## config.mk

```make
export PLATFORM = sky130hd
export DESIGN_NAME = transform_matrix_compose_top
export DESIGN_NICKNAME = d
export VERILOG_FILES = /design/src/hw/rtl/tmc_pkg.sv /design/src/hw/rtl/tmc_operand_store.sv /design/src/hw/rtl/tmc_accum_store.sv /design/src/hw/rtl/tmc_mac.sv /design/src/hw/rtl/transform_matrix_compose_top.sv
export SDC_FILE = /design/constraint.sdc
export NUM_CORES = 2
export LEC_CHECK = 0
export ABC_AREA = 1
export BUFFER_PORTS_ARGS = -buffer_cell sky130_fd_sc_hd__buf_4
export CAP_MARGIN = 20
export CORE_MARGIN = 2
export CORE_UTILIZATION = 50
export DETAILED_ROUTE_END_ITERATION = 12
export PLACE_DENSITY_LB_ADDON = 0.05
export SETUP_SLACK_MARGIN = 0.3
export SLEW_MARGIN = 20
export SYNTH_ARGS = -nofsm -noshare
export SYNTH_HDL_FRONTEND = slang
export SYNTH_SLANG_ARGS = --single-unit
```

## constraint.sdc

```tcl
create_clock -name clk -period 21.5 [get_ports clk]
set_input_delay 4.3 -clock clk [delete_from_list [all_inputs] [get_ports clk]]
set_output_delay 4.3 -clock clk [all_outputs]
set_load 0.01 [all_outputs]
```

## src/hw/rtl/tmc_pkg.sv

```systemverilog
package tmc_pkg;

  // fixed field widths of the stream payload
  localparam int DATA_W   = 32;
  localparam int IN_IDX_W = 4;
  localparam int TDATA_W  = 40;

  // one multiply-accumulate step handed from the sequencer to the mac
  typedef struct packed {
    logic valid;
    logic first;
    logic last;
  } mac_issue_t;

  // control of the accumulated matrix store
  typedef struct packed {
    logic restart;
    logic swap;
  } acc_ctl_t;

endpackage

```

## src/hw/rtl/tmc_operand_store.sv

```systemverilog
module tmc_operand_store #(
  parameter int  MATRIX_DIM = 4,
  localparam int ELEMS      = MATRIX_DIM * MATRIX_DIM,
  localparam int IDX_W      = $clog2(ELEMS)
) (
  input  logic                        clk,
  input  logic                        rst_n,
  input  logic                        wr_en,
  input  logic [IDX_W-1:0]            wr_addr,
  input  logic [tmc_pkg::DATA_W-1:0]  wr_data,
  input  logic                        rd_en,
  input  logic [IDX_W-1:0]            rd_addr,
  output logic [tmc_pkg::DATA_W-1:0]  rd_data
);

  logic [tmc_pkg::DATA_W-1:0] mem_r [1 << IDX_W];
  logic [(1 << IDX_W)-1:0]    valid_r;
  logic [tmc_pkg::DATA_W-1:0] rd_data_r;
  logic                       rd_valid_r;

  always_ff @(posedge clk) begin
    if (wr_en) begin
      mem_r[wr_addr] <= wr_data;
    end
    if (rd_en) begin
      rd_data_r <= mem_r[rd_addr];
    end
  end

  // entries never written read as zero
  always_ff @(posedge clk) begin
    if (!rst_n) begin
      valid_r    <= '0;
      rd_valid_r <= 1'b0;
    end else begin
      if (wr_en) begin
        valid_r[wr_addr] <= 1'b1;
      end
      if (rd_en) begin
        rd_valid_r <= valid_r[rd_addr];
      end
    end
  end

  assign rd_data = rd_valid_r ? rd_data_r : '0;

endmodule

```

## src/hw/rtl/tmc_accum_store.sv

```systemverilog
module tmc_accum_store #(
  parameter int  MATRIX_DIM = 4,
  parameter int  FRAC_BITS  = 16,
  localparam int ELEMS      = MATRIX_DIM * MATRIX_DIM,
  localparam int IDX_W      = $clog2(ELEMS)
) (
  input  logic                        clk,
  input  logic                        rst_n,
  input  tmc_pkg::acc_ctl_t           ctl,
  input  logic                        rd_en,
  input  logic [IDX_W-1:0]            rd_addr,
  input  logic                        rd_diag,
  output logic [tmc_pkg::DATA_W-1:0]  rd_data,
  input  logic                        wr_en,
  input  logic [IDX_W-1:0]            wr_addr,
  input  logic [tmc_pkg::DATA_W-1:0]  wr_data
);

  localparam int BANK_DEPTH = 1 << IDX_W;
  localparam logic [tmc_pkg::DATA_W-1:0] ONE = tmc_pkg::DATA_W'(1) << FRAC_BITS;

  // two banks: reads from the current one, products go to the other
  logic [tmc_pkg::DATA_W-1:0] mem_r [2 * BANK_DEPTH];
  logic [2*BANK_DEPTH-1:0]    valid_r;
  logic                       bank_r;
  logic [tmc_pkg::DATA_W-1:0] rd_data_r;
  logic                       rd_valid_r;
  logic                       rd_diag_r;
  logic [IDX_W:0]             rd_loc;
  logic [IDX_W:0]             wr_loc;

  assign rd_loc = {bank_r, rd_addr};
  assign wr_loc = {~bank_r, wr_addr};

  always_ff @(posedge clk) begin
    if (wr_en) begin
      mem_r[wr_loc] <= wr_data;
    end
    if (rd_en) begin
      rd_data_r <= mem_r[rd_loc];
      rd_diag_r <= rd_diag;
    end
  end

  always_ff @(posedge clk) begin
    if (!rst_n) begin
      valid_r    <= '0;
      bank_r     <= 1'b0;
      rd_valid_r <= 1'b0;
    end else begin
      // restart drops the current bank back to identity
      for (int i = 0; i < BANK_DEPTH; i++) begin
        if (ctl.restart) begin
          valid_r[{bank_r, IDX_W'(i)}] <= 1'b0;
        end
      end
      if (wr_en) begin
        valid_r[wr_loc] <= 1'b1;
      end
      if (rd_en) begin
        rd_valid_r <= valid_r[rd_loc];
      end
      if (ctl.swap) begin
        bank_r <= ~bank_r;
      end
    end
  end

  assign rd_data = rd_valid_r ? rd_data_r : (rd_diag_r ? ONE : '0);

endmodule

```

## src/hw/rtl/tmc_mac.sv

```systemverilog
module tmc_mac #(
  parameter int MATRIX_DIM = 4,
  parameter int FRAC_BITS  = 16
) (
  input  logic                               clk,
  input  logic                               rst_n,
  input  tmc_pkg::mac_issue_t                issue,
  input  logic signed [tmc_pkg::DATA_W-1:0]  a,
  input  logic signed [tmc_pkg::DATA_W-1:0]  b,
  input  logic                               take,
  output logic                               idle,
  output logic                               done,
  output logic [tmc_pkg::DATA_W-1:0]         result
);

  localparam int DW    = tmc_pkg::DATA_W;
  localparam int ACC_W = 2 * DW + $clog2(MATRIX_DIM) + 1;

  tmc_pkg::mac_issue_t      s1_r;
  tmc_pkg::mac_issue_t      s2_r;
  logic                     done_r;
  logic signed [2*DW-1:0]   prod_r;
  logic signed [ACC_W-1:0]  acc_r;
  logic signed [ACC_W-1:0]  shifted;
  logic [ACC_W-DW:0]        hi;
  logic                     fits;

  // s1 lines up with the registered memory read data
  always_ff @(posedge clk) begin
    if (!rst_n) begin
      s1_r   <= '0;
      s2_r   <= '0;
      done_r <= 1'b0;
    end else begin
      s1_r <= issue;
      s2_r <= s1_r;
      if (s2_r.valid && s2_r.last) begin
        done_r <= 1'b1;
      end else if (take) begin
        done_r <= 1'b0;
      end
    end
  end

  always_ff @(posedge clk) begin
    if (s1_r.valid) begin
      prod_r <= a * b;
    end
    if (s2_r.valid) begin
      acc_r <= s2_r.first ? ACC_W'(prod_r) : acc_r + ACC_W'(prod_r);
    end
  end

  // arithmetic shift, then saturate to the signed data width
  assign shifted = acc_r >>> FRAC_BITS;
  assign hi      = shifted[ACC_W-1:DW-1];
  assign fits    = (&hi) || !(|hi);

  always_comb begin
    if (fits) begin
      result = shifted[DW-1:0];
    end else if (acc_r[ACC_W-1]) begin
      result = {1'b1, {(DW-1){1'b0}}};
    end else begin
      result = {1'b0, {(DW-1){1'b1}}};
    end
  end

  assign idle = !s1_r.valid && !s2_r.valid && !done_r;
  assign done = done_r;

endmodule

```

## src/hw/rtl/transform_matrix_compose_top.sv

```systemverilog
// transform matrix composer: keeps an accumulated matrix a (identity after reset)
// and composes it with an operand matrix b, signed fixed point with FRAC_BITS
// fraction bits, all matrices column-major (index = col * MATRIX_DIM + row).
// input stream: each transfer writes one element of b; tlast on a transfer starts
// a = a * b after that element is stored; tuser[0] with tlast resets a to identity
// first. indexes beyond the matrix store nothing but tlast still counts.
// output stream: MATRIX_DIM * MATRIX_DIM transfers of the product in index order,
// tlast on the final one. values are full-width sums, shifted and saturated.
// multiply: product elements are worked one at a time. for each, one multiplier is
// fed one a and one b element per cycle from the two stores through two pipeline
// stages (product, then accumulator); the result is handed to the output register,
// and the next element starts only once the mac is idle again, so a stalled
// output also holds back the multiply. in_tready is low while a multiply runs. the
// output register holds a result while out_tready is low and the next element waits
// in the mac, nothing is dropped.
// reset: a returns to identity, b to zero, both streams empty.
module transform_matrix_compose_top #(
  parameter int MATRIX_DIM = 4,
  parameter int FRAC_BITS  = 16
) (
  input  logic                         clk,
  input  logic                         rst_n,
  // input stream
  input  logic                         in_tvalid,
  output logic                         in_tready,
  input  logic [tmc_pkg::TDATA_W-1:0]  in_tdata,   // element_index[3:0], element_value[35:4]
  input  logic                         in_tlast,   // is_last
  input  logic [0:0]                   in_tuser,   // restart_identity[0]
  // result stream
  output logic                         out_tvalid,
  input  logic                         out_tready,
  output logic [tmc_pkg::TDATA_W-1:0]  out_tdata,  // result_index[3:0], result_value[35:4]
  output logic                         out_tlast   // result_last
);

  localparam int ELEMS = MATRIX_DIM * MATRIX_DIM;
  localparam int IDX_W = $clog2(ELEMS);
  localparam int DIM_W = $clog2(MATRIX_DIM);
  localparam int DW    = tmc_pkg::DATA_W;
  localparam int IW    = tmc_pkg::IN_IDX_W;

  localparam logic ST_IDLE = 1'b0;
  localparam logic ST_RUN  = 1'b1;

  logic                 state_r;
  logic                 issuing_r;     // reads for one element going out
  logic                 all_issued_r;  // every element of the product started
  logic [DIM_W-1:0]     col_r;
  logic [DIM_W-1:0]     row_r;
  logic [DIM_W-1:0]     k_r;
  logic [IDX_W-1:0]     res_cnt_r;     // index of the next result to hand over
  logic                 out_valid_r;
  logic [IW-1:0]        out_idx_r;
  logic [DW-1:0]        out_value_r;
  logic                 out_last_r;

  logic                 in_accept;
  logic [IW-1:0]        in_idx;
  logic [DW-1:0]        in_value;
  logic [IDX_W+IW-1:0]  in_idx_ext;
  logic                 in_in_range;
  logic                 start;
  logic                 k_last;
  logic                 row_last;
  logic                 col_last;
  logic [IDX_W-1:0]     a_addr;
  logic [IDX_W-1:0]     b_addr;
  logic [DW-1:0]        a_data;
  logic [DW-1:0]        b_data;
  logic                 mac_idle;
  logic                 mac_done;
  logic [DW-1:0]        mac_result;
  logic                 take;
  logic                 res_last;
  logic [IDX_W+IW-1:0]  res_idx_ext;
  tmc_pkg::mac_issue_t  issue;
  tmc_pkg::acc_ctl_t    acc_ctl;

  // input side
  assign in_tready   = (state_r == ST_IDLE);
  assign in_accept   = in_tvalid && in_tready;
  assign in_idx      = in_tdata[IW-1:0];
  assign in_value    = in_tdata[IW+DW-1:IW];
  assign in_idx_ext  = {IDX_W'(0), in_idx};
  assign in_in_range = int'(in_idx) < ELEMS;
  assign start       = in_accept && in_tlast;

  // element sequencer: a(row, k) times b(k, col), k innermost
  assign k_last   = (k_r == DIM_W'(MATRIX_DIM - 1));
  assign row_last = (row_r == DIM_W'(MATRIX_DIM - 1));
  assign col_last = (col_r == DIM_W'(MATRIX_DIM - 1));
  assign a_addr   = IDX_W'(int'(k_r) * MATRIX_DIM + int'(row_r));
  assign b_addr   = IDX_W'(int'(col_r) * MATRIX_DIM + int'(k_r));

  assign issue.valid = issuing_r;
  assign issue.first = (k_r == '0);
  assign issue.last  = k_last;

  // a finished element moves to the output register when that is free
  assign take        = mac_done && (!out_valid_r || out_tready);
  assign res_last    = (res_cnt_r == IDX_W'(ELEMS - 1));
  assign res_idx_ext = {IW'(0), res_cnt_r};

  assign acc_ctl.restart = start && in_tuser[0];
  assign acc_ctl.swap    = take && res_last;

  always_ff @(posedge clk) begin
    if (!rst_n) begin
      state_r      <= ST_IDLE;
      issuing_r    <= 1'b0;
      all_issued_r <= 1'b0;
      col_r        <= '0;
      row_r        <= '0;
      k_r          <= '0;
      res_cnt_r    <= '0;
    end else begin
      case (state_r)
        ST_IDLE: begin
          if (start) begin
            state_r      <= ST_RUN;
            issuing_r    <= 1'b1;
            all_issued_r <= 1'b0;
            col_r        <= '0;
            row_r        <= '0;
            k_r          <= '0;
            res_cnt_r    <= '0;
          end
        end
        ST_RUN: begin
          if (issuing_r) begin
            if (k_last) begin
              k_r       <= '0;
              issuing_r <= 1'b0;
              if (row_last) begin
                row_r <= '0;
                if (col_last) begin
                  all_issued_r <= 1'b1;
                end else begin
                  col_r <= col_r + DIM_W'(1);
                end
              end else begin
                row_r <= row_r + DIM_W'(1);
              end
            end else begin
              k_r <= k_r + DIM_W'(1);
            end
          end else if (!all_issued_r && mac_idle) begin
            issuing_r <= 1'b1;
          end
          if (take) begin
            res_cnt_r <= res_cnt_r + IDX_W'(1);
            if (res_last) begin
              state_r <= ST_IDLE;
            end
          end
        end
        default: begin
          state_r <= ST_IDLE;
        end
      endcase
    end
  end

  // output register
  always_ff @(posedge clk) begin
    if (!rst_n) begin
      out_valid_r <= 1'b0;
    end else if (take) begin
      out_valid_r <= 1'b1;
    end else if (out_tready) begin
      out_valid_r <= 1'b0;
    end
  end

  always_ff @(posedge clk) begin
    if (take) begin
      out_idx_r   <= res_idx_ext[IW-1:0];
      out_value_r <= mac_result;
      out_last_r  <= res_last;
    end
  end

  assign out_tvalid = out_valid_r;
  assign out_tdata  = {(tmc_pkg::TDATA_W - IW - DW)'(0), out_value_r, out_idx_r};
  assign out_tlast  = out_last_r;

  // operand matrix b
  tmc_operand_store #(
    .MATRIX_DIM (MATRIX_DIM)
  ) u_operand_store (
    .clk     (clk),
    .rst_n   (rst_n),
    .wr_en   (in_accept && in_in_range),
    .wr_addr (in_idx_ext[IDX_W-1:0]),
    .wr_data (in_value),
    .rd_en   (issuing_r),
    .rd_addr (b_addr),
    .rd_data (b_data)
  );

  // accumulated matrix a, products written into its spare bank
  tmc_accum_store #(
    .MATRIX_DIM (MATRIX_DIM),
    .FRAC_BITS  (FRAC_BITS)
  ) u_accum_store (
    .clk     (clk),
    .rst_n   (rst_n),
    .ctl     (acc_ctl),
    .rd_en   (issuing_r),
    .rd_addr (a_addr),
    .rd_diag (k_r == row_r),
    .rd_data (a_data),
    .wr_en   (take),
    .wr_addr (res_cnt_r),
    .wr_data (mac_result)
  );

  tmc_mac #(
    .MATRIX_DIM (MATRIX_DIM),
    .FRAC_BITS  (FRAC_BITS)
  ) u_mac (
    .clk    (clk),
    .rst_n  (rst_n),
    .issue  (issue),
    .a      (a_data),
    .b      (b_data),
    .take   (take),
    .idle   (mac_idle),
    .done   (mac_done),
    .result (mac_result)
  );

endmodule
```

==> flow_summary.ini <==
[logic_synthesis]
synthAdderAreaFrac_pct = 22.12
syn_inst = 10610
synth-seq-cells = 1841
synth_top_area_share_pct = 47.17
synth_top_area_cell = edfxtp_1
ys_warn_count = 0
synth_top_family_by_area = adder cells
syn-cell-area_um2 = 112600
yosys.area_share.simple_pct = 12.53
syn_avg_cell_area_um2 = 10.61
synth-compound-area-share_pct = 9.372
synth.distinct_cells = 51
synthMuxAreaShare_pct = 0
synth-edff-count = 1769
synth_area_leaders = edfxtp_1 47%, fa_1 19%, nor2_1 5.9%
synth_ff_type = edfxtp_1
async_reset_ff_share_pct = 0
synth_xor_area_share_pct = 0.5644
ys_seq_area_share_pct = 48.45

[timing]
slew_violations = 0
finalCritPeriodShare_pct = 45.35
tightest_slew_ps = 1296
skew_ps = 90.84
rsz0062_at_grt = false
finalSetupTns_ps = 0
finalHoldViolations = 0
fin_ws_ps = 11750
fmax_ghz = 0.1026
timing.slew.headroom_pct = 13.62
setup_viol = 0
final.min_clock_period_ps = 9751

[final_layout]
nNetsFinal = 11940
drive_gt1_share_pct = 6.486
syn_to_final_growth_pct = 9.182
regArea_um2 = 54590
fillers = 19740
stdcell_area_um2 = 123000
multi_input_area_um2 = 50740

[global_routing]
grt_usage_pct = 31.56
grt_pass1_vias = 79340
grt_max_degree = 214
grt_pass1_wl_mm = 530.4
grt_overflow = 0
antenna_found_initial = 22

[setup_path]
critical_path_arrival_ps = 10350
cp_max_fo = 32
startpoint = u_operand_store.rd_valid_r
crit_required_ps = 22100
crit_path_start_kind = flop
reg2reg_from = u_operand_store.rd_valid_r
crit_type = reg -> reg
cp-end-kind = flop

[power]
p_leak_nw = 48.01
power_density_nw_per_um2 = 69.21
irDropWorstVdd_mv = 0.07964

[drt]
routed_via_density = 5.821
drc_errors = 0
detail_route.iter0.violations = 8806
via_count = 79850
antenna_left = 0
wl_per_cell_um = 26.32
first_pass_iters = 6
wl_mm = 361.0

[floorplanning]
rows = 174
initial_core_util_pct = 50.18
io_pins = 89
dieArea_um2 = 229100
die_x_um = 478.6
die_h_um = 478.6
core_um2 = 224500

[place]
placed_area_um2 = 116800
hpwl_mm = 239.6
place.gp.congestion = 0.9658
place_ws_ps = 11800
place.port_buffers = 80

[clock_network]
postCtsSetupRepairBufs = 0
worstSkewPairLatency_ps = 880
cts_hold_buf = 0
cts_max_level = 4
cts_resized = 0
clk_pin_slew_ps = 60
max-clock-path-buffers = 3
cts_inserted_buffers = 188
cts_tree = yes
clock_sinks = 1841
cts-root-buf = clkbuf_16

[worst_hold_path]
hp-start = u_mac.s1_r[1]
holdCritPathClass = reg -> reg

[run]
maxCapViolations = 0

[run_status]
outcome = finished, final reports clean
## cell type report
class                      instances  share of cell area (%)
antenna                           10                 0.02035
clock buffer                     231                   3.974
clock inverter                   124                   1.039
inverter                        1485                   4.565
multi-input combinational       6767                   41.27
sequential                      1841                   44.40
tap                             2992                   3.044
timing repair buffer             267                   1.694
## power breakdown
group	switching (W)	leakage, nW	internal, W
clock network	0.00143	2.97	0.00183
registers	0.0000378	16.6	0.00398
logic	0.000888	28.5	0.000356
## placed cells by master, fill, tap and decap left out, drive strengths merged
cell and instances:
a21boi 6, xnor3 1, nand2 1424, a21oi 220, o221ai 273, a2bb2oi 1
clkinv 117, nand3b 21, nor2 1793, nand3 238, o31ai 2, o21bai 35
a31oi 38, edfxtp 1769, o211ai 48, nand2b 1, buf 266, clkbuf 232
ha 258, conb 4, o21a 15, clkinvlp 8, a21o 13, xnor2 23
fa 1083, bufinv 16, a32oi 31, inv 1468, diode 10, or2 18
a211oi 4, nor4 19, dfxtp 72, nor3 32, xor2 47, o21ai 964
o22ai 123, nand4 32
## critical path: stages (launching register included)
cell,delay [ps]
dfxtp_1,370
buf_4,420
nand2_1,800
nor2_1,440
fa_1,510
inv_1,210
fa_1,450
inv_1,230
fa_1,510
fa_1,900
inv_1,470
fa_1,610
fa_1,570
fa_1,460
fa_1,530
inv_1,50
ha_1,480
nand2_1,160
nor2_1,120
inv_1,110
nor2_1,240
inv_1,150
nor4_1,290
nand2_1,200
nand3_1,130
nand2_1,70
## sequential cells by signal, summed over array words and instances (netlist names), 2 cells and up
signal,flops
u_accum_store.mem_r,1024
u_operand_store.mem_r,512
u_mac.acc_r,67
u_mac.prod_r,64
out_value_r,32
u_accum_store.rd_data_r,32
u_accum_store.valid_r,32
u_operand_store.rd_data_r,32
u_operand_store.valid_r,16
out_idx_r,4
res_cnt_r,4
u_mac.s1_r,3
u_mac.s2_r,3
col_r,2
k_r,2
row_r,2
## Yosys cell counts (2+ instances only)
cell type and instances:
nor2_1 1784, edfxtp_1 1769, inv_1 1447, nand2_1 1416, fa_1 1083, o21ai_0 907
clkbuf_1 359, o221ai_1 273, ha_1 258, nand3_1 231, a21oi_1 215, o22ai_1 123
buf_2 103, dfxtp_1 72, o21ai_1 57, o211ai_1 47, xor2_1 47, a31oi_1 38
o21bai_1 34, nand4_1 32, nor3_1 32, a32oi_1 31, buf_4 26, clkinv_1 26
buf_1 25, xnor2_1 23, nand3b_1 21, nor4_1 18, or2_2 16, o21a_1 15
a21o_1 13, inv_2 11, buf_6 9, nor2_2 9, nand2_2 8, nand3_2 7
a21boi_0 6, a21oi_2 5, a211oi_1 4, o31ai_1 2, or2_1 2
## worst paths after layout
path / to / slack [ps] / depth (start not counted)
worst max-delay path: u_mac.prod_r[62] / 11750 / 25
worst min-delay path: u_mac.s2_r[1] / 420 / 2
worst max register to register: u_mac.prod_r[62] / 11750 / 25
worst min register to register: u_mac.s2_r[1] / 420 / 2
## through the flow
| stage | util (%) | power, W | std cells | hold slack [ps] |
|---|---|---|---|---|
| 6_report | 54.78 | 0.008511 | 13720 | 419.2 |
| 4_1_cts | 54.76 | 0.008553 | 13710 | 419.8 |
| 3_3_place_gp | 52.00 | 0.005312 | 13350 | 404.6 |
| 2_1_floorplan | - | 0.004818 | 10620 | 390.5 |
| 5_1_grt | 54.78 | 0.008809 | 13710 | 429.7 |
| 3_5_place_dp | 52.01 | 0.005311 | 13350 | 406.2 |
## layer usage
layer	wire length [um]	global-route usage [%]
met2	165700	49.03
met1	157100	46.51
met5	48	0
met4	10940	9.422
met3	27250	4.287
## kinds of logic after synthesis
group / Yosys count
other: 1
adders and majority gates: 1341
xor gates and xnor gates: 71
and+or+nand+nor: 3578
DFF: 1841
AOI/OAI and AO/OA: 1773
buffers and inverters: 2009
No activity file was read; power rests on OpenSTA's default activity.
